**src/rtl/tldrp_pkg.sv**
```systemverilog
// ----------------------------------------------------------------------------
// tldrp_pkg: shared types and constants of the record parser
// Holds the configuration layout, the register indexes, the token that the
// front end hands to the back end, and the result codes.
// ----------------------------------------------------------------------------
package tldrp_pkg;

   // Fixed field widths.
   localparam int BYTE_WIDTH      = 8;
   localparam int CSR_INDEX_WIDTH = 3;
   localparam int CSR_DATA_WIDTH  = 8;
   localparam int STATUS_WIDTH    = 2;
   localparam int SECONDS_WIDTH   = 41;
   localparam int CLASS_WIDTH     = 2;
   localparam int RSP_DATA_WIDTH  = 48;

   // Depth of the queue between the front and back ends.
   localparam int QUEUE_DEPTH = 4;

   // Configuration register indexes.
   localparam logic [CSR_INDEX_WIDTH-1:0] CSR_SECTION_DELIM = 3'd0;
   localparam logic [CSR_INDEX_WIDTH-1:0] CSR_OPTION_DELIM  = 3'd1;
   localparam logic [CSR_INDEX_WIDTH-1:0] CSR_TIME_SECTION  = 3'd2;
   localparam logic [CSR_INDEX_WIDTH-1:0] CSR_TIME_OPTION   = 3'd3;
   localparam logic [CSR_INDEX_WIDTH-1:0] CSR_DEV_SECTION   = 3'd4;
   localparam logic [CSR_INDEX_WIDTH-1:0] CSR_DEV_OPTION    = 3'd5;
   localparam logic [CSR_INDEX_WIDTH-1:0] CSR_DEVICE_MODE   = 3'd6;

   // Result status codes.
   localparam logic [STATUS_WIDTH-1:0] STATUS_OK        = 2'd0;
   localparam logic [STATUS_WIDTH-1:0] STATUS_NO_TIME   = 2'd1;
   localparam logic [STATUS_WIDTH-1:0] STATUS_BAD_TIME  = 2'd2;
   localparam logic [STATUS_WIDTH-1:0] STATUS_NO_DEVICE = 2'd3;

   // Device classes.
   localparam logic [CLASS_WIDTH-1:0] CLASS_NONE   = 2'd0;
   localparam logic [CLASS_WIDTH-1:0] CLASS_PC     = 2'd1;
   localparam logic [CLASS_WIDTH-1:0] CLASS_MOBILE = 2'd2;

   // Device name prefixes that mean a desktop client ("pc" and "na").
   localparam logic [15:0] PREFIX_PC = 16'h7063;
   localparam logic [15:0] PREFIX_NA = 16'h6e61;

   // Milliseconds per second.
   localparam int MILLIS_PER_SECOND = 1000;

   typedef struct packed {
      logic [7:0] section_delim;
      logic [7:0] option_delim;
      logic [7:0] time_section;
      logic [7:0] time_option;
      logic [7:0] dev_section;
      logic [7:0] dev_option;
      logic       device_mode;
   } tldrp_cfg_type;

   localparam tldrp_cfg_type CFG_RESET = '{
      section_delim: 8'h01,
      option_delim:  8'h02,
      time_section:  8'd1,
      time_option:   8'd10,
      dev_section:   8'd6,
      dev_option:    8'd0,
      device_mode:   1'b1
   };

   // One classified record byte.
   typedef struct packed {
      logic [BYTE_WIDTH-1:0] data;
      logic                  is_opt;
      logic                  time_hit;
      logic                  dev_hit;
      logic                  last;
   } tldrp_token_type;

endpackage

```
**src/rtl/tldrp_front.sv**
```systemverilog
// ----------------------------------------------------------------------------
// tldrp_front: byte classifier and field locator
// Splits the byte stream at the section and option delimiters, keeps the
// section and option counters, and tags each byte with whether it lies
// inside the time option or the device option.
// ----------------------------------------------------------------------------
module tldrp_front
   import tldrp_pkg::*;
#(
   parameter int INDEX_WIDTH = 8
) (
   input  logic                  clock,
   input  logic                  reset,
   input  tldrp_cfg_type         cfg,
   input  logic                  in_valid,
   output logic                  in_ready,
   input  logic [BYTE_WIDTH-1:0] in_data,
   input  logic                  in_last,
   input  logic                  queue_full,
   output logic                  push,
   output tldrp_token_type       token
);

   // Counters reach 2^INDEX_WIDTH and then hold.
   localparam int CNT_W = INDEX_WIDTH + 1;
   localparam int CMP_W = (CNT_W > 8) ? CNT_W : 8;

   logic [CNT_W-1:0] sec_cnt_ff, sec_cnt_in;
   logic [CNT_W-1:0] opt_cnt_ff, opt_cnt_in;
   logic             is_sec;
   logic             is_opt;
   logic             time_match;
   logic             dev_match;

   assign in_ready = !queue_full;
   assign push     = in_valid && in_ready;

   // Delimiter decode; the section delimiter wins when both are equal.
   assign is_sec = (in_data == cfg.section_delim);
   assign is_opt = !is_sec && (in_data == cfg.option_delim);

   // Position compare against the configured field indexes.
   assign time_match = (CMP_W'(sec_cnt_ff) == CMP_W'(cfg.time_section)) &&
                       (CMP_W'(opt_cnt_ff) == CMP_W'(cfg.time_option));
   assign dev_match  = (CMP_W'(sec_cnt_ff) == CMP_W'(cfg.dev_section)) &&
                       (CMP_W'(opt_cnt_ff) == CMP_W'(cfg.dev_option));

   always_comb begin
      token.data     = in_data;
      token.is_opt   = is_opt;
      token.time_hit = !is_sec && time_match;
      token.dev_hit  = !is_sec && dev_match;
      token.last     = in_last;
   end

   // Counter update for each accepted beat; the record end clears both.
   always_comb begin
      sec_cnt_in = sec_cnt_ff;
      opt_cnt_in = opt_cnt_ff;
      if (push) begin
         if (in_last) begin
            sec_cnt_in = '0;
            opt_cnt_in = '0;
         end else if (is_sec) begin
            if (!sec_cnt_ff[CNT_W-1]) begin
               sec_cnt_in = sec_cnt_ff + 1'b1;
            end
            opt_cnt_in = '0;
         end else if (is_opt) begin
            if (!opt_cnt_ff[CNT_W-1]) begin
               opt_cnt_in = opt_cnt_ff + 1'b1;
            end
         end
      end
   end

   always_ff @(posedge clock) begin
      if (reset) begin
         sec_cnt_ff <= '0;
         opt_cnt_ff <= '0;
      end else begin
         sec_cnt_ff <= sec_cnt_in;
         opt_cnt_ff <= opt_cnt_in;
      end
   end

endmodule

```
**src/rtl/tldrp_queue.sv**
```systemverilog
// ----------------------------------------------------------------------------
// tldrp_queue: token queue between front and back end
// A small first-in first-out buffer of classified bytes so that the front
// end keeps taking beats while the back end waits on the result channel.
// ----------------------------------------------------------------------------
module tldrp_queue
   import tldrp_pkg::*;
#(
   parameter int DEPTH = QUEUE_DEPTH
) (
   input  logic            clock,
   input  logic            reset,
   input  logic            push,
   input  tldrp_token_type push_token,
   output logic            full,
   input  logic            pop,
   output logic            head_valid,
   output tldrp_token_type head_token
);

   localparam int PTR_W = (DEPTH > 1) ? $clog2(DEPTH) : 1;
   localparam int CNT_W = $clog2(DEPTH + 1);

   tldrp_token_type  entry_ff [DEPTH];
   logic [PTR_W-1:0] wr_ptr_ff, wr_ptr_in;
   logic [PTR_W-1:0] rd_ptr_ff, rd_ptr_in;
   logic [CNT_W-1:0] count_ff, count_in;

   assign full       = (count_ff == CNT_W'(DEPTH));
   assign head_valid = (count_ff != '0);
   assign head_token = entry_ff[rd_ptr_ff];

   // Pointer and fill count update.
   always_comb begin
      wr_ptr_in = wr_ptr_ff;
      rd_ptr_in = rd_ptr_ff;
      count_in  = count_ff;
      if (push) begin
         wr_ptr_in = (wr_ptr_ff == PTR_W'(DEPTH - 1)) ? '0 : wr_ptr_ff + 1'b1;
      end
      if (pop) begin
         rd_ptr_in = (rd_ptr_ff == PTR_W'(DEPTH - 1)) ? '0 : rd_ptr_ff + 1'b1;
      end
      if (push && !pop) begin
         count_in = count_ff + 1'b1;
      end else if (pop && !push) begin
         count_in = count_ff - 1'b1;
      end
   end

   always_ff @(posedge clock) begin
      if (reset) begin
         wr_ptr_ff <= '0;
         rd_ptr_ff <= '0;
         count_ff  <= '0;
      end else begin
         wr_ptr_ff <= wr_ptr_in;
         rd_ptr_ff <= rd_ptr_in;
         count_ff  <= count_in;
      end
   end

   // Storage; no reset needed for payload.
   always_ff @(posedge clock) begin
      if (push) begin
         entry_ff[wr_ptr_ff] <= push_token;
      end
   end

endmodule

```
**src/rtl/tldrp_back.sv**
```systemverilog
// ----------------------------------------------------------------------------
// tldrp_back: time parser, device classifier and result register
// Consumes classified bytes, parses the millisecond count while keeping it
// split into whole seconds and a remainder, classifies the device option,
// and builds one status result at each record end.
// ----------------------------------------------------------------------------
module tldrp_back
   import tldrp_pkg::*;
#(
   parameter int MILLIS_WIDTH = 50
) (
   input  logic                     clock,
   input  logic                     reset,
   input  logic                     device_mode,
   input  logic                     head_valid,
   input  tldrp_token_type          head_token,
   output logic                     pop,
   output logic                     rsp_valid,
   input  logic                     rsp_ready,
   output logic [STATUS_WIDTH-1:0]  rsp_status,
   output logic [SECONDS_WIDTH-1:0] rsp_seconds,
   output logic [CLASS_WIDTH-1:0]   rsp_class
);

   // Quotient width: 2^MILLIS_WIDTH / 1000 stays below 2^(MILLIS_WIDTH-9).
   localparam int QUOT_W = MILLIS_WIDTH - 9;
   localparam int EXT_W  = MILLIS_WIDTH + 4;
   localparam int QEXT_W = QUOT_W + 4;
   localparam logic [MILLIS_WIDTH-1:0] MILLIS_MAX     = '1;
   localparam logic [MILLIS_WIDTH-1:0] QUOT_MAX_FULL  = MILLIS_MAX / MILLIS_PER_SECOND;
   localparam logic [QUOT_W-1:0]       QUOT_MAX       = QUOT_MAX_FULL[QUOT_W-1:0];
   localparam logic [MILLIS_WIDTH-1:0] REM_MAX_FULL   = MILLIS_MAX % MILLIS_PER_SECOND;
   localparam logic [9:0]              REM_MAX        = REM_MAX_FULL[9:0];

   typedef enum logic [2:0] {
      TIME_SKIP    = 3'b001,
      TIME_DIGITS  = 3'b010,
      TIME_STOPPED = 3'b100
   } time_phase_type;

   typedef enum logic [3:0] {
      DEV_NOT_SEEN = 4'b0001,
      DEV_EMPTY    = 4'b0010,
      DEV_ONE      = 4'b0100,
      DEV_TWO      = 4'b1000
   } dev_phase_type;

   time_phase_type          tphase_ff, tphase_in, tphase_n;
   dev_phase_type           dphase_ff, dphase_in, dphase_n, dphase_eff;
   logic                    found_ff, found_in, found_n;
   logic                    neg_ff, neg_in, neg_n;
   logic [MILLIS_WIDTH-1:0] acc_ff, acc_in, acc_n;
   logic [QUOT_W-1:0]       quot_ff, quot_in, quot_n;
   logic [9:0]              rem_ff, rem_in, rem_n;
   logic [15:0]             prefix_ff, prefix_in, prefix_n;

   logic                    rsp_valid_ff, rsp_valid_in;
   logic [STATUS_WIDTH-1:0] status_ff, status_in;
   logic [SECONDS_WIDTH-1:0] seconds_ff, seconds_in;
   logic [CLASS_WIDTH-1:0]  class_ff, class_in;

   logic                    out_free;
   logic                    finish;
   logic [7:0]              data;
   logic                    is_digit;
   logic                    is_space;
   logic [3:0]              digit;
   logic                    add_en;
   logic [EXT_W-1:0]        acc_ext;
   logic [EXT_W-1:0]        acc_mul;
   logic                    acc_ovf;
   logic [13:0]             rem_mul;
   logic [3:0]              carry;
   logic [13:0]             carry_millis;
   logic [QEXT_W-1:0]       quot_ext;
   logic [QEXT_W-1:0]       quot_mul;

   // A record-end byte waits until the result register is free.
   assign out_free = !rsp_valid_ff || rsp_ready;
   assign pop      = head_valid && (!head_token.last || out_free);
   assign finish   = pop && head_token.last;

   assign data     = head_token.data;
   assign is_digit = (data >= 8'h30) && (data <= 8'h39);
   assign is_space = data inside {8'h20, [8'h09:8'h0d]};
   assign digit    = 4'(data - 8'h30);

   // Saturation check on acc * 10 + digit.
   assign acc_ext = EXT_W'(acc_ff);
   assign acc_mul = (acc_ext << 3) + (acc_ext << 1) + EXT_W'(digit);
   assign acc_ovf = |acc_mul[EXT_W-1:MILLIS_WIDTH];

   // Remainder step: rem * 10 + digit, split into a carry of seconds.
   assign rem_mul = (14'(rem_ff) << 3) + (14'(rem_ff) << 1) + 14'(digit);

   always_comb begin
      carry        = '0;
      carry_millis = '0;
      for (int k = 1; k < 10; k++) begin
         if (rem_mul >= 14'(k * MILLIS_PER_SECOND)) begin
            carry        = 4'(k);
            carry_millis = 14'(k * MILLIS_PER_SECOND);
         end
      end
   end

   assign quot_ext = QEXT_W'(quot_ff);
   assign quot_mul = (quot_ext << 3) + (quot_ext << 1) + QEXT_W'(carry);

   // Time option parser.
   always_comb begin
      tphase_n = tphase_ff;
      neg_n    = neg_ff;
      found_n  = found_ff;
      add_en   = 1'b0;
      if (pop && head_token.time_hit) begin
         found_n = 1'b1;
         if (!head_token.is_opt) begin
            case (tphase_ff)
               TIME_SKIP: begin
                  if (is_space) begin
                     tphase_n = TIME_SKIP;
                  end else if (data == 8'h2b) begin
                     tphase_n = TIME_DIGITS;
                  end else if (data == 8'h2d) begin
                     neg_n    = 1'b1;
                     tphase_n = TIME_DIGITS;
                  end else if (is_digit) begin
                     add_en   = 1'b1;
                     tphase_n = TIME_DIGITS;
                  end else begin
                     tphase_n = TIME_STOPPED;
                  end
               end
               TIME_DIGITS: begin
                  if (is_digit) begin
                     add_en = 1'b1;
                  end else begin
                     tphase_n = TIME_STOPPED;
                  end
               end
               default: begin
                  tphase_n = tphase_ff;
               end
            endcase
         end
      end
   end

   // Accumulator kept both as a whole count and as seconds plus remainder.
   always_comb begin
      acc_n  = acc_ff;
      quot_n = quot_ff;
      rem_n  = rem_ff;
      if (add_en) begin
         if (acc_ovf) begin
            acc_n  = MILLIS_MAX;
            quot_n = QUOT_MAX;
            rem_n  = REM_MAX;
         end else begin
            acc_n  = acc_mul[MILLIS_WIDTH-1:0];
            quot_n = quot_mul[QUOT_W-1:0];
            rem_n  = 10'(rem_mul - carry_millis);
         end
      end
   end

   // Device option capture: first two bytes, or empty.
   always_comb begin
      dphase_eff = (dphase_ff == DEV_NOT_SEEN) ? DEV_EMPTY : dphase_ff;
      dphase_n   = dphase_ff;
      prefix_n   = prefix_ff;
      if (pop && head_token.dev_hit) begin
         dphase_n = dphase_eff;
         if (!head_token.is_opt) begin
            case (dphase_eff)
               DEV_EMPTY: begin
                  prefix_n = {data, 8'h00};
                  dphase_n = DEV_ONE;
               end
               DEV_ONE: begin
                  prefix_n = {prefix_ff[15:8], data};
                  dphase_n = DEV_TWO;
               end
               default: begin
                  dphase_n = dphase_eff;
               end
            endcase
         end
      end
   end

   // Result at the record end.
   always_comb begin
      status_in  = status_ff;
      seconds_in = seconds_ff;
      class_in   = class_ff;
      if (finish) begin
         seconds_in = '0;
         class_in   = CLASS_NONE;
         if (!found_n) begin
            status_in = STATUS_NO_TIME;
         end else if (neg_n || (quot_n == '0)) begin
            status_in = STATUS_BAD_TIME;
         end else if (device_mode && (dphase_n == DEV_NOT_SEEN)) begin
            status_in = STATUS_NO_DEVICE;
         end else begin
            status_in  = STATUS_OK;
            seconds_in = SECONDS_WIDTH'(quot_n);
            if (device_mode) begin
               if (dphase_n == DEV_EMPTY) begin
                  class_in = CLASS_PC;
               end else if ((dphase_n == DEV_TWO) &&
                            ((prefix_n == PREFIX_PC) || (prefix_n == PREFIX_NA))) begin
                  class_in = CLASS_PC;
               end else begin
                  class_in = CLASS_MOBILE;
               end
            end
         end
      end
   end

   // Record state clears after its last byte.
   always_comb begin
      if (finish) begin
         tphase_in = TIME_SKIP;
         dphase_in = DEV_NOT_SEEN;
         found_in  = 1'b0;
         neg_in    = 1'b0;
         acc_in    = '0;
         quot_in   = '0;
         rem_in    = '0;
         prefix_in = '0;
      end else begin
         tphase_in = tphase_n;
         dphase_in = dphase_n;
         found_in  = found_n;
         neg_in    = neg_n;
         acc_in    = acc_n;
         quot_in   = quot_n;
         rem_in    = rem_n;
         prefix_in = prefix_n;
      end
   end

   assign rsp_valid_in = finish ? 1'b1 : (rsp_ready ? 1'b0 : rsp_valid_ff);

   always_ff @(posedge clock) begin
      if (reset) begin
         tphase_ff    <= TIME_SKIP;
         dphase_ff    <= DEV_NOT_SEEN;
         found_ff     <= 1'b0;
         neg_ff       <= 1'b0;
         acc_ff       <= '0;
         quot_ff      <= '0;
         rem_ff       <= '0;
         prefix_ff    <= '0;
         rsp_valid_ff <= 1'b0;
      end else begin
         tphase_ff    <= tphase_in;
         dphase_ff    <= dphase_in;
         found_ff     <= found_in;
         neg_ff       <= neg_in;
         acc_ff       <= acc_in;
         quot_ff      <= quot_in;
         rem_ff       <= rem_in;
         prefix_ff    <= prefix_in;
         rsp_valid_ff <= rsp_valid_in;
      end
   end

   always_ff @(posedge clock) begin
      status_ff  <= status_in;
      seconds_ff <= seconds_in;
      class_ff   <= class_in;
   end

   assign rsp_valid   = rsp_valid_ff;
   assign rsp_status  = status_ff;
   assign rsp_seconds = seconds_ff;
   assign rsp_class   = class_ff;

   // A failed record carries no seconds and no device class.
   assert property (@(posedge clock) disable iff (reset)
      (rsp_valid_ff && (status_ff != STATUS_OK)) |->
         ((seconds_ff == '0) && (class_ff == CLASS_NONE)))
      else $error("failed record result carries payload");

   // A sign is only recorded once the parser has left whitespace skipping.
   assert property (@(posedge clock) disable iff (reset)
      neg_ff |-> (tphase_ff != TIME_SKIP))
      else $error("sign set while still skipping whitespace");

   // The remainder of the millisecond count stays below one second.
   assert property (@(posedge clock) disable iff (reset)
      rem_ff < 10'd1000)
      else $error("millisecond remainder out of range");

   // After a record end the parse state starts over.
   assert property (@(posedge clock) disable iff (reset)
      finish |=> (!found_ff && (acc_ff == '0) && (dphase_ff == DEV_NOT_SEEN)))
      else $error("record state not cleared after record end");

endmodule

```
**src/rtl/two_level_delimited_record_parser_core.sv**
```systemverilog
// ----------------------------------------------------------------------------
// two_level_delimited_record_parser_core: record time and device parser
// Top level: configuration registers, front end, token queue, back end.
// ----------------------------------------------------------------------------
// Record bytes enter on the req_ channel one beat per byte, req_tlast on the
// final byte. Each record gives exactly one beat on the rsp_ channel with a
// status, the time option's millisecond count in whole seconds, and the
// device class. Configuration is written through csr_we/csr_index/csr_wdata
// while no record is in flight; the user must ensure this, the block has no check.
// Throughput is one byte per clock while the queue has room. The front end
// classifies a byte in its accept cycle and writes it into a four-entry queue;
// the back end takes one byte per cycle from the queue unless a record's last
// byte waits for the result register, which is loaded from it and drives rsp_tvalid.
// The seconds value is built while digits arrive (quotient and remainder by
// 1000 updated per digit), so no divider sits at the record end.
// When rsp_tready is low, the result is held in the output register and the
// back end stops only at the next record end; the front end keeps taking
// bytes until the queue fills, then drops req_tready.
// Reset returns all configuration registers to their defaults, empties the
// queue, clears the counters and parse state, and drops rsp_tvalid.
// ----------------------------------------------------------------------------
module two_level_delimited_record_parser_core
   import tldrp_pkg::*;
#(
   parameter int INDEX_WIDTH  = 8,
   parameter int MILLIS_WIDTH = 50
) (
   input  logic                       clock,
   input  logic                       reset,
   // Record byte channel.
   input  logic                       req_tvalid,
   output logic                       req_tready,
   input  logic [7:0]                 req_tdata,   // [7:0] data_byte
   input  logic                       req_tlast,   // end_of_record
   // Result channel.
   output logic                       rsp_tvalid,
   input  logic                       rsp_tready,
   output logic [RSP_DATA_WIDTH-1:0]  rsp_tdata,   // [1:0] status, [42:2] seconds,
                                                   // [44:43] device_class, rest zero
   // Configuration write port.
   input  logic                       csr_we,
   input  logic [CSR_INDEX_WIDTH-1:0] csr_index,
   input  logic [CSR_DATA_WIDTH-1:0]  csr_wdata
);

   tldrp_cfg_type            cfg_ff, cfg_in;
   tldrp_token_type          push_token;
   tldrp_token_type          head_token;
   logic                     push;
   logic                     pop;
   logic                     queue_full;
   logic                     head_valid;
   logic [STATUS_WIDTH-1:0]  rsp_status;
   logic [SECONDS_WIDTH-1:0] rsp_seconds;
   logic [CLASS_WIDTH-1:0]   rsp_class;

   // Configuration register writes.
   always_comb begin
      cfg_in = cfg_ff;
      if (csr_we) begin
         case (csr_index)
            CSR_SECTION_DELIM: cfg_in.section_delim = csr_wdata;
            CSR_OPTION_DELIM:  cfg_in.option_delim  = csr_wdata;
            CSR_TIME_SECTION:  cfg_in.time_section  = csr_wdata;
            CSR_TIME_OPTION:   cfg_in.time_option   = csr_wdata;
            CSR_DEV_SECTION:   cfg_in.dev_section   = csr_wdata;
            CSR_DEV_OPTION:    cfg_in.dev_option    = csr_wdata;
            CSR_DEVICE_MODE:   cfg_in.device_mode   = csr_wdata[0];
            default:           cfg_in = cfg_ff;
         endcase
      end
   end

   always_ff @(posedge clock) begin
      if (reset) begin
         cfg_ff <= CFG_RESET;
      end else begin
         cfg_ff <= cfg_in;
      end
   end

   tldrp_front #(
      .INDEX_WIDTH (INDEX_WIDTH)
   ) u_front (
      .clock      (clock),
      .reset      (reset),
      .cfg        (cfg_ff),
      .in_valid   (req_tvalid),
      .in_ready   (req_tready),
      .in_data    (req_tdata),
      .in_last    (req_tlast),
      .queue_full (queue_full),
      .push       (push),
      .token      (push_token)
   );

   tldrp_queue #(
      .DEPTH (QUEUE_DEPTH)
   ) u_queue (
      .clock      (clock),
      .reset      (reset),
      .push       (push),
      .push_token (push_token),
      .full       (queue_full),
      .pop        (pop),
      .head_valid (head_valid),
      .head_token (head_token)
   );

   tldrp_back #(
      .MILLIS_WIDTH (MILLIS_WIDTH)
   ) u_back (
      .clock       (clock),
      .reset       (reset),
      .device_mode (cfg_ff.device_mode),
      .head_valid  (head_valid),
      .head_token  (head_token),
      .pop         (pop),
      .rsp_valid   (rsp_tvalid),
      .rsp_ready   (rsp_tready),
      .rsp_status  (rsp_status),
      .rsp_seconds (rsp_seconds),
      .rsp_class   (rsp_class)
   );

   // Result beat packing, first field in the lowest bits.
   assign rsp_tdata = {3'b000, rsp_class, rsp_seconds, rsp_status};

endmodule

```
**config.mk**
```make
export PLATFORM = sky130hd
export DESIGN_NAME = two_level_delimited_record_parser_core
export DESIGN_NICKNAME = d
export VERILOG_FILES = /design/src/rtl/tldrp_pkg.sv /design/src/rtl/tldrp_front.sv /design/src/rtl/tldrp_queue.sv /design/src/rtl/tldrp_back.sv /design/src/rtl/two_level_delimited_record_parser_core.sv
export SDC_FILE = /design/constraint.sdc
export NUM_CORES = 1
export LEC_CHECK = 0
export ABC_AREA = 1
export CAP_MARGIN = 5
export CORE_MARGIN = 1.5
export CORE_UTILIZATION = 30
export DETAILED_ROUTE_END_ITERATION = 7
export DONT_BUFFER_PORTS = 1
export HOLD_SLACK_MARGIN = 0.1
export RECOVER_POWER = 25
export SYNTH_ARGS = -nofsm -noshare
export SYNTH_HDL_FRONTEND = slang
export SYNTH_SLANG_ARGS = --single-unit
export TNS_END_PERCENT = 20
```
**constraint.sdc**
```tcl
create_clock -name clock -period 7 [get_ports clock]
set_input_delay 0.7 -clock clock [delete_from_list [all_inputs] [get_ports clock]]
set_output_delay 0.7 -clock clock [all_outputs]
set_load 0.05 [all_outputs]
```
---- Word-level counts from Yosys, hierarchy flattened ----
Memories as Yosys holds them, arrays and structs flattened. A register that Yosys moved wholly into a read port is not among the register bits.
Index checks and enable logic that the tools add are counted.
word-level totals
  memories kept ........................... 1
  bits of input ports ..................... 25
  output and inout port bits .............. 50
  RAM bits ................................ 48
  bits in registers ....................... 246
  logic and storage cells ................. 211
cells by class
  add/subtract/negate cells ............... 14
  bitwise logic cells ..................... 3
  equal/unequal tests ..................... 31
  reductions and logical operators ........ 52
  $lt $le $gt $ge ......................... 13
  muxes and demuxes ....................... 70
memories
  name              words  bits a word  read ports  clocked after memory_dff  write ports  line               RTL
  u_queue.entry_ff  4      12           1           1                         1            tldrp_queue.sv:24  tldrp_token_type entry_ff [DEPTH];
operators by type and width
  operator                                               count
  two-way mux 10 bit                                     10
  two-way mux 41 bit                                     2
  two-way mux 9 bit                                      7
  >= comparator 14 x 13 -> 1 bit, second input constant  4
  adder 53 x 51 -> 54 bit                                1
  adder 54 x 4 -> 54 bit                                 1
  two-way mux 50 bit                                     1
  two-way mux 4 bit                                      11
  adder 41 x 4 -> 41 bit                                 1
  adder 41 bit                                           1
  zero test 41 bit                                       1
  == test 9 x 8 -> 1 bit                                 4
  == test 16 x 15 -> 1 bit, second input constant        2
  two-way mux 16 bit                                     2
  case mux 16 bit (2 select lines)                       1
  >= comparator 14 x 12 -> 1 bit, second input constant  2
  == test 8 x 6 -> 1 bit, second input constant          3
  two-way mux 3 bit                                      7
  two-way mux 1 bit                                      19
  adder 9 x 1 -> 9 bit, second input constant            2
  AND reduction 2 bit                                    9
  == test 8 bit                                          2
  logical AND 1 bit                                      16
  adder 13 x 11 -> 14 bit                                1
  other kinds (39)                                       73

---- Longest topological paths before layout ----
Gate-level depths: netlist of run 1.
  depth in word-level cells ............... 18
  gate-level depth with buffers ........... 50
  gate-level depth less buffers ........... 48

---- By module ----
A second synthesis of run 1 with hierarchy kept.
second synthesis, totals
  cells, all modules ...................... 2992
  area, all modules ....................... 21087.7 um^2
modules (own cells, without submodules)
  module                                  instances  seq. area each (um^2)  area an instance (um^2)  cells each
  tldrp_back                              1          3833.7                 14846.7                  2173
  tldrp_queue                             1          1621.6                 2242.2                   176
  two_level_delimited_record_parser_core  1          980.9                  2020.7                   288
  tldrp_front                             1          360.3                  1978.1                   355

---- Worst setup path after synthesis of run 1 ----
No wires, ideal clock.
  kind .................................... reg-to-reg
  from .................................... register with a tool-made name
  to ...................................... register u_back.seconds_ff[19], in the netlist u_back.rsp_seconds[19], data pin
  period minus slack after synthesis ...... 6033 ps
  library setup time ...................... 264 ps
  required time ........................... 6736 ps
  stages on the path, launching flop included .. 51
  data arrival time ....................... 5768 ps
  slack ................................... 967 ps
  path buffers ............................ 3
  cell sequence ........................... dfxtp_1 -> buf_4 -> inv_2 -> buf_4 -> nand2_1 -> nand3_1 -> nand2_1 -> inv_1 -> ha_1 -> ha_1 -> inv_1 -> fa_1 -> inv_1 -> nand2_1 -> nand2_1 -> nand3_1 -> nand2_1 -> nand2_1 -> [15 not listed] -> nand3_1 -> nand2_1 -> nand3_1 -> nand2_1 -> nand4_1 -> nand2_1 -> or2_2 -> nand3_1 -> o21ai_0 -> inv_1 -> nand2_1 -> nor2_1 -> nand2_1 -> nor2_1 -> nand3_2 -> nand4_4 -> buf_6 -> nor2_1
RTL lines
  item                  line               RTL
  end signal, assigned  tldrp_back.sv:275  seconds_ff <= seconds_in;
  end, declared         tldrp_back.sv:59   logic [SECONDS_WIDTH-1:0] seconds_ff, seconds_in;

==> results.md, run 1 <==
| Parameter | Reported | Unit |
| --- | --- | --- |
| Filler cell count | 7102 | - |
| Iteration count of the initial detailed-routing pass | 5 | - |
| End point of the critical path | u_back.rsp_seconds[40] | - |
| DRT Wirelength | 55.02 | mm |
| Syn_area_per_cell | 7.220 | µm² |
| First-pass GRT wire length | 88.26 | mm |
| Max-cap violations | 0 | - |
| DRT iter0 DRCs | 960 | - |
| Final period utilization | 92.93 | % |
| Final Max Tran Viols | 0 | - |
| Overall routing resource usage | 15.91 | % |
| Final Wtd Congestion | 0.9311 | - |
| Sequential cell fraction of total power | 43.3 | % |
| Cells after synthesis | 2774 | - |
| Total vias in the final route | 17760 | - |
| Net switching power of the design | 2293 | µW |
| Sum of overflow across all layers after global routing | 0 | - |
| Worst min-delay path category | in2reg | - |
| Kind of cell adding the most delay to the critical path | simple AND/OR/NAND/NOR gates | - |
| Required time of the critical path | 7300 | ps |
| Vias in the first global route | 17210 | - |
| Register cell area after layout | 6798 | µm² |
| CTS Buf Count | 35 | - |
| Sequential element share of the synthesized area | 33.94 | % |
| Antenna viol nets, final | 0 | - |
| Clock slew at reported path FFs | 60 | ps |
| Antenna violations before repair | 0 | - |
| Capturing point of the worst reg2reg path | u_back.rsp_seconds[40] | - |
| Critical path fanouts, max | 12 | - |
| Share of power burned in combinational logic | 24.5 | % |
| Peak supply drop | 0.1939 | mV |
| Setup slack, reg-to-reg | 500 | ps |
| Clock share of power | 32.2 | % |
| Footprint of the multi-input gates | 11700 | µm² |
| TritonCTS clock tree | yes | - |
| Switching portion of total power | 38.72 | % |
| Pin count of the biggest net entering global routing | 67 | - |
| # H-tree levels | 2 | - |
| Pre-CTS worst setup slack | 150.4 | ps |
| Data arrival time of the critical path | 6800 | ps |
| Path type of the worst setup path | reg2reg | - |
| Outcome | finished clean | - |
| Static Leakage | 0.01077 | µW |
| Most Frequent Cell on Critical Path | sky130_fd_sc_hd__nand2_1 | - |
| Netlist area before placement | 20030 | µm² |
| Cell count of the worst reg-to-reg path | 42 | - |
| Post-synthesis to final-layout area growth | 12.11 | % |
| Slowest cell delay on critical path | 390 | ps |
| Number of warning messages in the yosys log | 0 | - |
| Relative slew margins | 25.64 | % |
| Final Setup Violations | 0 | - |
| Number of buffers inserted by port buffering | 0 | - |
| Fraction of final layout cells sized beyond drive strength 1 | 5.284 | % |
| Startpoint type of the worst setup path | flip-flop | - |
| Critical Path End Type | flip-flop | - |
| Total number of placement rows | 94 | - |
| DIE HEIGHT | 261.4 | µm |
| # diodes | 0 | - |
| Internal power | 3629 | µW |
| Boundary Pins | 75 | - |
| Final total negative setup slack | 0 | ps |
| Buffers plus inverters on the worst setup path | 8 | - |
| Insertion delay of the later-clocked pin in the worst-skew pair | 570 | ps |
| Worst-case clock buffer depth | 3 | - |
| Logic depth of the worst setup path including buffers | 42 | - |
| Detail Placement HPWL | 41.21 | mm |
| Cell with the largest stage delay on the worst path | sky130_fd_sc_hd__fa_1 | - |
| Die area | 68320 | µm² |
| Horizontal extent of the die | 261.4 | µm |
| Final critical-path required period | 6505 | ps |
| Average wire per cell in the routed design | 14.94 | µm |
| Detailed-route DRC error count | 0 | - |
| Flip-flop cell with the highest count after synthesis | sky130_fd_sc_hd__dfxtp_1 | - |
| Core Region | 65860 | µm² |
| CTS Root Cell | sky130_fd_sc_hd__clkbuf_16 | - |
| Effective utilization at floorplan | 30.41 | % |
| Number of buffers added to fix hold violations after cts | 0 | - |
| Number of distinct library cell variants in the gate-level netlist after synthesis | 58 | - |
| Total power divided by cell area | 263.7 | nW/µm² |
| Worst path setup slack after routing | 495.2 | ps |
| Clock sink count | 293 | - |
| Async set-or-reset flop fraction in the synthesized netlist | 0 | % |
| Count of flip-flops with a built-in enable after synthesis | 93 | - |
| Total count of hold-check failures in the final report | 0 | - |
| #FFs+latches synth | 293 | - |
| Maximum clock frequency | 153.7 | MHz |
| Layout Skew | 25.86 | ps |
| Final-stage net count | 3029 | - |
| Ratio of routed vias to standard cells | 4.821 | - |
| Pin slew with the least headroom to its limit | 1111 | ps |
-- power by group through the flow --
stage | registers, µW | logic (µW) | clock network (µW)
5_1_grt | 2600 | 1640 | 2020
3_5_place_dp | 2600 | 1350 | 0
2_1_floorplan | 2510 | 1020 | 0
3_3_place_gp | 2600 | 1340 | 0
4_1_cts | 2570 | 1350 | 1970
6_report | 2560 | 1450 | 1910
-- logic make-up (layout without fill, tap and decap cells) --
logic type               after synthesis  count (layout)  share of synthesized area [%]
XOR/XNOR                              94              94                          4.111
adder cells (fa/ha/maj)              210             210                          13.34
other                                  1               3                        0.01872
buffers and inverters                413             457                          8.146
flip-flops                           293             293                          33.94
AND/OR/NAND/NOR                     1296            1296                          26.60
AO/OA/AOI/OAI                        467             467                          13.84
-- cell usage in the layout, fill, tap and decap left out, types with 7 or more instances in the layout --
cell type	n
sky130_fd_sc_hd__nand2_1	604
sky130_fd_sc_hd__nor2_1	441
sky130_fd_sc_hd__inv_1	344
sky130_fd_sc_hd__ha_1	204
sky130_fd_sc_hd__dfxtp_1	199
sky130_fd_sc_hd__a21oi_1	176
sky130_fd_sc_hd__o21ai_0	128
sky130_fd_sc_hd__nand3_1	128
sky130_fd_sc_hd__edfxtp_1	93
sky130_fd_sc_hd__xnor2_1	53
sky130_fd_sc_hd__o221ai_1	51
sky130_fd_sc_hd__xor2_1	41
sky130_fd_sc_hd__clkbuf_16	37
sky130_fd_sc_hd__buf_4	33
sky130_fd_sc_hd__nor3_1	27
sky130_fd_sc_hd__nand4_1	23
sky130_fd_sc_hd__o21bai_1	21
sky130_fd_sc_hd__or2_2	18
sky130_fd_sc_hd__nor4_1	15
sky130_fd_sc_hd__clkbuf_1	12
sky130_fd_sc_hd__a31oi_1	11
sky130_fd_sc_hd__o22ai_1	11
sky130_fd_sc_hd__nand2_2	9
sky130_fd_sc_hd__o21ai_1	9
sky130_fd_sc_hd__a211oi_1	8
sky130_fd_sc_hd__a21o_1	8
sky130_fd_sc_hd__a21boi_0	7
-- flip-flops by register name (all words and copies together), names as in the netlist, 4 cells and up, named ones only --
| signal | count |
|---|---|
| u_back.rsp_seconds | 41 |
| cfg_ff | 49 |
| u_front.opt_cnt_ff | 9 |
| u_back.prefix_ff | 16 |
| u_front.sec_cnt_ff | 9 |
| u_queue.entry_ff | 48 |
| u_back.quot_ff | 41 |
| u_back.acc_ff | 47 |
| u_back.rem_ff | 10 |
| u_back.dphase_ff | 4 |
-- timing repair --
item	in CTS	in global routing
buffers inserted	0	8
setup endpoints to repair	0	45
endpoints found under the hold margin	0	0
gates resized for setup	0	27
-- metal layers --
layer  GRT usage [%]  vias to the layer above  part of all wire [%]  routed length (µm)
li1                -                     9238                     -                   -
met1           21.02                     8083                    47               26080
met2           25.90                      359                    44               24170
met3           3.659                       81                   6.3                3458
met4           4.358                        0                   2.4                1319
met5               0                        -                     0                   0
-- stage by stage --
stage / utilization, % / hold slack (ps) / total power (µW) / cell area [µm²] / cells
floorplan: - / 426.5 / 3529 / 20040 / 2776
global placement: 31.96 / 450.0 / 3938 / 21050 / 3610
detailed placement: 31.96 / 446.3 / 3942 / 21050 / 3610
CTS: 33.77 / 167.9 / 5886 / 22240 / 3673
global route: 34.09 / 185.8 / 6251 / 22450 / 3684
finish: 34.09 / 208.2 / 5922 / 22450 / 3684
-- cells in the mapped netlist, types with 4 or more instances --
cell / instances / area share [%]
sky130_fd_sc_hd__o211ai_1: 5 / 0.19
sky130_fd_sc_hd__xor2_1: 41 / 1.8
sky130_fd_sc_hd__o21a_1: 5 / 0.19
sky130_fd_sc_hd__o21ai_0: 128 / 3.2
sky130_fd_sc_hd__fa_1: 6 / 0.60
sky130_fd_sc_hd__and3_1: 5 / 0.16
sky130_fd_sc_hd__inv_1: 347 / 6.5
sky130_fd_sc_hd__edfxtp_1: 93 / 14
sky130_fd_sc_hd__nand3b_1: 5 / 0.19
sky130_fd_sc_hd__nor3b_1: 4 / 0.15
sky130_fd_sc_hd__buf_6: 6 / 0.34
sky130_fd_sc_hd__o21ai_1: 9 / 0.22
sky130_fd_sc_hd__nor2_1: 443 / 8.3
sky130_fd_sc_hd__inv_2: 4 / 0.075
sky130_fd_sc_hd__buf_1: 8 / 0.15
sky130_fd_sc_hd__o21bai_1: 21 / 0.79
sky130_fd_sc_hd__buf_2: 11 / 0.27
sky130_fd_sc_hd__nor3_1: 28 / 0.70
sky130_fd_sc_hd__buf_4: 6 / 0.22
sky130_fd_sc_hd__o22ai_1: 12 / 0.37
sky130_fd_sc_hd__clkbuf_1: 28 / 0.52
sky130_fd_sc_hd__a21o_1: 8 / 0.30
sky130_fd_sc_hd__nand4_1: 23 / 0.72
sky130_fd_sc_hd__dfxtp_1: 200 / 20
sky130_fd_sc_hd__ha_1: 204 / 13
sky130_fd_sc_hd__or2_2: 18 / 0.56
sky130_fd_sc_hd__o221ai_1: 51 / 2.2
sky130_fd_sc_hd__a221oi_1: 4 / 0.17
sky130_fd_sc_hd__a21boi_0: 7 / 0.26
sky130_fd_sc_hd__xnor2_1: 53 / 2.3
sky130_fd_sc_hd__a31oi_1: 11 / 0.34
sky130_fd_sc_hd__nor4_1: 15 / 0.47
sky130_fd_sc_hd__a21oi_1: 180 / 4.5
sky130_fd_sc_hd__nand2_1: 612 / 11
sky130_fd_sc_hd__a22oi_1: 5 / 0.19
sky130_fd_sc_hd__nand3_1: 129 / 3.2
sky130_fd_sc_hd__a211oi_1: 8 / 0.30
-- worst register-to-register path: cells and delay by family, from the launching register on --
family                   cells  cell delay [ps]
AND/OR/NAND/NOR             24             2520
flip-flops                   1              350
adder cells (fa/ha/maj)      6             1710
buffers and inverters        8              860
XOR/XNOR                     1              170
AO/OA/AOI/OAI                3              610
-- cell type report --
cell class	count	area share, %
clock buffers	46	4.129
flip-flops and latches	293	30.28
well taps	864	4.815
repair buffers	40	1.549
clock inverters	17	1.181
multi-input cells	2070	52.11
inverters	354	5.935
-- worst min-delay path by stage --
| stage | end | start | slack [ps] | cells past startpoint |
|---|---|---|---|---|
| 3_3_place_gp | u_back.tphase_ff[0] | u_back.tphase_ff[0] | 450 | 2 |
| 3_5_place_dp | u_back.tphase_ff[0] | u_back.tphase_ff[0] | 450 | 2 |
| 6_report | u_front.opt_cnt_ff[5] | reset | 210 | 1 |
| 5_1_grt | u_front.opt_cnt_ff[5] | reset | 190 | 1 |
| 4_1_cts | u_front.opt_cnt_ff[5] | reset | 170 | 1 |
| 2_1_floorplan | u_back.tphase_ff[0] | u_back.tphase_ff[0] | 430 | 2 |
Note: power is estimated with default switching activity, not from simulation.
==> run 2: changes to the inputs <==
--- a/config.mk
+++ b/config.mk
@@ -7,12 +7,12 @@
 export LEC_CHECK = 0
 export ABC_AREA = 1
 export CAP_MARGIN = 5
+export CORE_ASPECT_RATIO = 1.1
 export CORE_MARGIN = 1.5
 export CORE_UTILIZATION = 30
 export DETAILED_ROUTE_END_ITERATION = 7
 export DONT_BUFFER_PORTS = 1
 export HOLD_SLACK_MARGIN = 0.1
-export RECOVER_POWER = 25
 export SYNTH_ARGS = -nofsm -noshare
 export SYNTH_HDL_FRONTEND = slang
 export SYNTH_SLANG_ARGS = --single-unit
==> run 2 against run 1 <==
Flip-flop and latch count stayed put. Clock skew decreased by 2.7 ps. Design area increased by 0.39%.
==> results.md, run 2 (synthesis results as in run 1) <==
| Parameter | Reported | Unit |
| --- | --- | --- |
| Final Setup Violations | 0 | - |
| Pre-CTS worst setup slack | 93.36 | ps |
| Hold Crit Start | reset | - |
| Horizontal extent of the die | 249.4 | µm |
| Antenna violations before repair | 0 | - |
| Slowest cell delay on critical path | 580 | ps |
| DRT Wirelength | 56.26 | mm |
| Register cell area after layout | 6798 | µm² |
| Cell with the largest stage delay on the worst path | sky130_fd_sc_hd__fa_1 | - |
| Fin Hold WS | 192.1 | ps |
| Net switching power of the design | 2373 | µW |
| Largest registers | cfg_ff (49), u_queue.entry_ff (48), u_back.acc_ff (47) | - |
| Worst min-delay path category | in2reg | - |
| Ratio of routed vias to standard cells | 4.868 | - |
| Kind of cell adding the most delay to the critical path | simple AND/OR/NAND/NOR gates | - |
| Most Frequent Cell on Critical Path | sky130_fd_sc_hd__nand2_1 | - |
| Detailed-route DRC error count | 0 | - |
| Final Max Tran Viols | 0 | - |
| Final instance count without filler cells | 3683 | - |
| Max FFs per register | 49 | - |
| Final-stage net count | 3033 | - |
| Final total negative setup slack | 0 | ps |
| Startpoint type of the worst setup path | flip-flop | - |
| Maximum clock frequency | 152.6 | MHz |
| Placed Area | 21060 | µm² |
| Sum of overflow across all layers after global routing | 0 | - |
| # diodes | 0 | - |
| Total vias in the final route | 17930 | - |
| Insertion delay of the later-clocked pin in the worst-skew pair | 570 | ps |
| Die area | 68320 | µm² |
| Share of power burned in combinational logic | 25.5 | % |
| Most common cell after layout, fill and taps aside | sky130_fd_sc_hd__nand2_1 | - |
| DIE HEIGHT | 274.0 | µm |
| Core Region | 66150 | µm² |
| Fraction of final layout cells sized beyond drive strength 1 | 5.876 | % |
| Clock sink count | 293 | - |
| TritonCTS clock tree | yes | - |
| Commonest cells after routing, fill and taps aside | sky130_fd_sc_hd__nand2_1, sky130_fd_sc_hd__nor2_1, sky130_fd_sc_hd__inv_1 | - |
| Antenna viol nets, final | 0 | - |
| Cell area after layout | 22540 | µm² |
| Post-synthesis to final-layout area growth | 12.54 | % |
| Final Wtd Congestion | 0.9429 | - |
| Boundary Pins | 75 | - |
| Layout Skew | 23.14 | ps |
| Required time of the critical path | 7300 | ps |
| Total count of hold-check failures in the final report | 0 | - |
| Path type of the worst setup path | reg2reg | - |
| Clock slew at reported path FFs | 60 | ps |
| # H-tree levels | 2 | - |
| Buffers plus inverters on the worst setup path | 6 | - |
| Total number of placement rows | 99 | - |
| Placed Instances | 3607 | - |
| Number of buffers inserted by port buffering | 0 | - |
| CTS Root Cell | sky130_fd_sc_hd__clkbuf_16 | - |
| Register with the highest flop count | cfg_ff | - |
| Critical path fanouts, max | 11 | - |
| Final critical-path required period | 6552 | ps |
| Iteration count of the initial detailed-routing pass | 8 | - |
| DRT iter0 DRCs | 1140 | - |
| Overall routing resource usage | 15.97 | % |
| Clock share of power | 32.1 | % |
| Outcome | finished clean | - |
| Worst-case clock buffer depth | 3 | - |
| Static Leakage | 0.01080 | µW |
| Filler cell count | 7105 | - |
| Average wire per cell in the routed design | 15.28 | µm |
| Pin count of the biggest net entering global routing | 67 | - |
| Detail Placement HPWL | 41.98 | mm |
| Effective utilization at floorplan | 30.28 | % |
| Max-cap violations | 0 | - |
| Worst path setup slack after routing | 448.3 | ps |
| First-pass GRT wire length | 89.39 | mm |
| Relative slew margins | 25.64 | % |
| Data arrival time of the critical path | 6850 | ps |
| Internal power | 3689 | µW |
| Final period utilization | 93.60 | % |
| Footprint of the multi-input gates | 11710 | µm² |
| Switching portion of total power | 39.14 | % |
| Pin slew with the least headroom to its limit | 1111 | ps |
| Total power divided by cell area | 268.9 | nW/µm² |
| Sequential cell fraction of total power | 42.4 | % |
| Vias in the first global route | 17530 | - |
| CTS Buf Count | 35 | - |
| Critical Path End Type | flip-flop | - |
| Peak supply drop | 0.2168 | mV |
run 2: cell count changes in the layout (fill, tap and decap cells not counted), sizes merged:
cell and delta:
buf +6, clkbuf -6, clkinv +1, clkinvlp +3, inv +1
run 2: area by class of cell:
class                   instances  area share (%)
multi-input cells            2070           51.96
flip-flops and latches        293           30.16
inverters                     354           5.901
well taps                     858           4.763
clock buffers                  42           4.180
repair buffers                 44           1.798
clock inverters                22           1.243
run 2: worst paths after layout:
kind | endpoint | slack (ps) | depth (start not counted)
max | u_back.rsp_seconds[22] | 450 | 45
max reg2reg | u_back.rsp_seconds[22] | 450 | 45
min reg2reg | u_back.tphase_ff[0] | 470 | 2
min | u_back.rsp_valid | 190 | 1
run 2: layer usage:
| layer | track usage, % | vias to the layer above | share of wire (%) |
|---|---|---|---|
| li1 | - | 9249 | - |
| met5 | 0 | - | 0 |
| met3 | 4.006 | 98 | 6.3 |
| met1 | 19.08 | 8228 | 44 |
| met4 | 4.910 | 0 | 2.7 |
| met2 | 28.10 | 355 | 47 |
run 2: power groups by stage:
stage | Sequential (µW) | Clock, µW | Combinational, µW
after CTS | 2570 | 2000 | 1400
after detailed placement | 2600 | 0 | 1390
after floorplan | 2510 | 0 | 1020
final | 2570 | 1940 | 1550
after global routing | 2600 | 2060 | 1720
after global placement | 2610 | 0 | 1380
run 2: per-stage QoR:
stage / utilization [%] / power (µW)
after detailed placement: 31.84 / 3991
after CTS: 33.69 / 5964
final: 34.08 / 6061
after global placement: 31.84 / 3987
after global routing: 34.08 / 6376
after floorplan: - / 3529
run 2: what timing repair did:
action                     CTS  global route
buffers inserted             0             7
setup endpoints to repair    0            45
resized for setup            0            34
hold buffers                 0             0
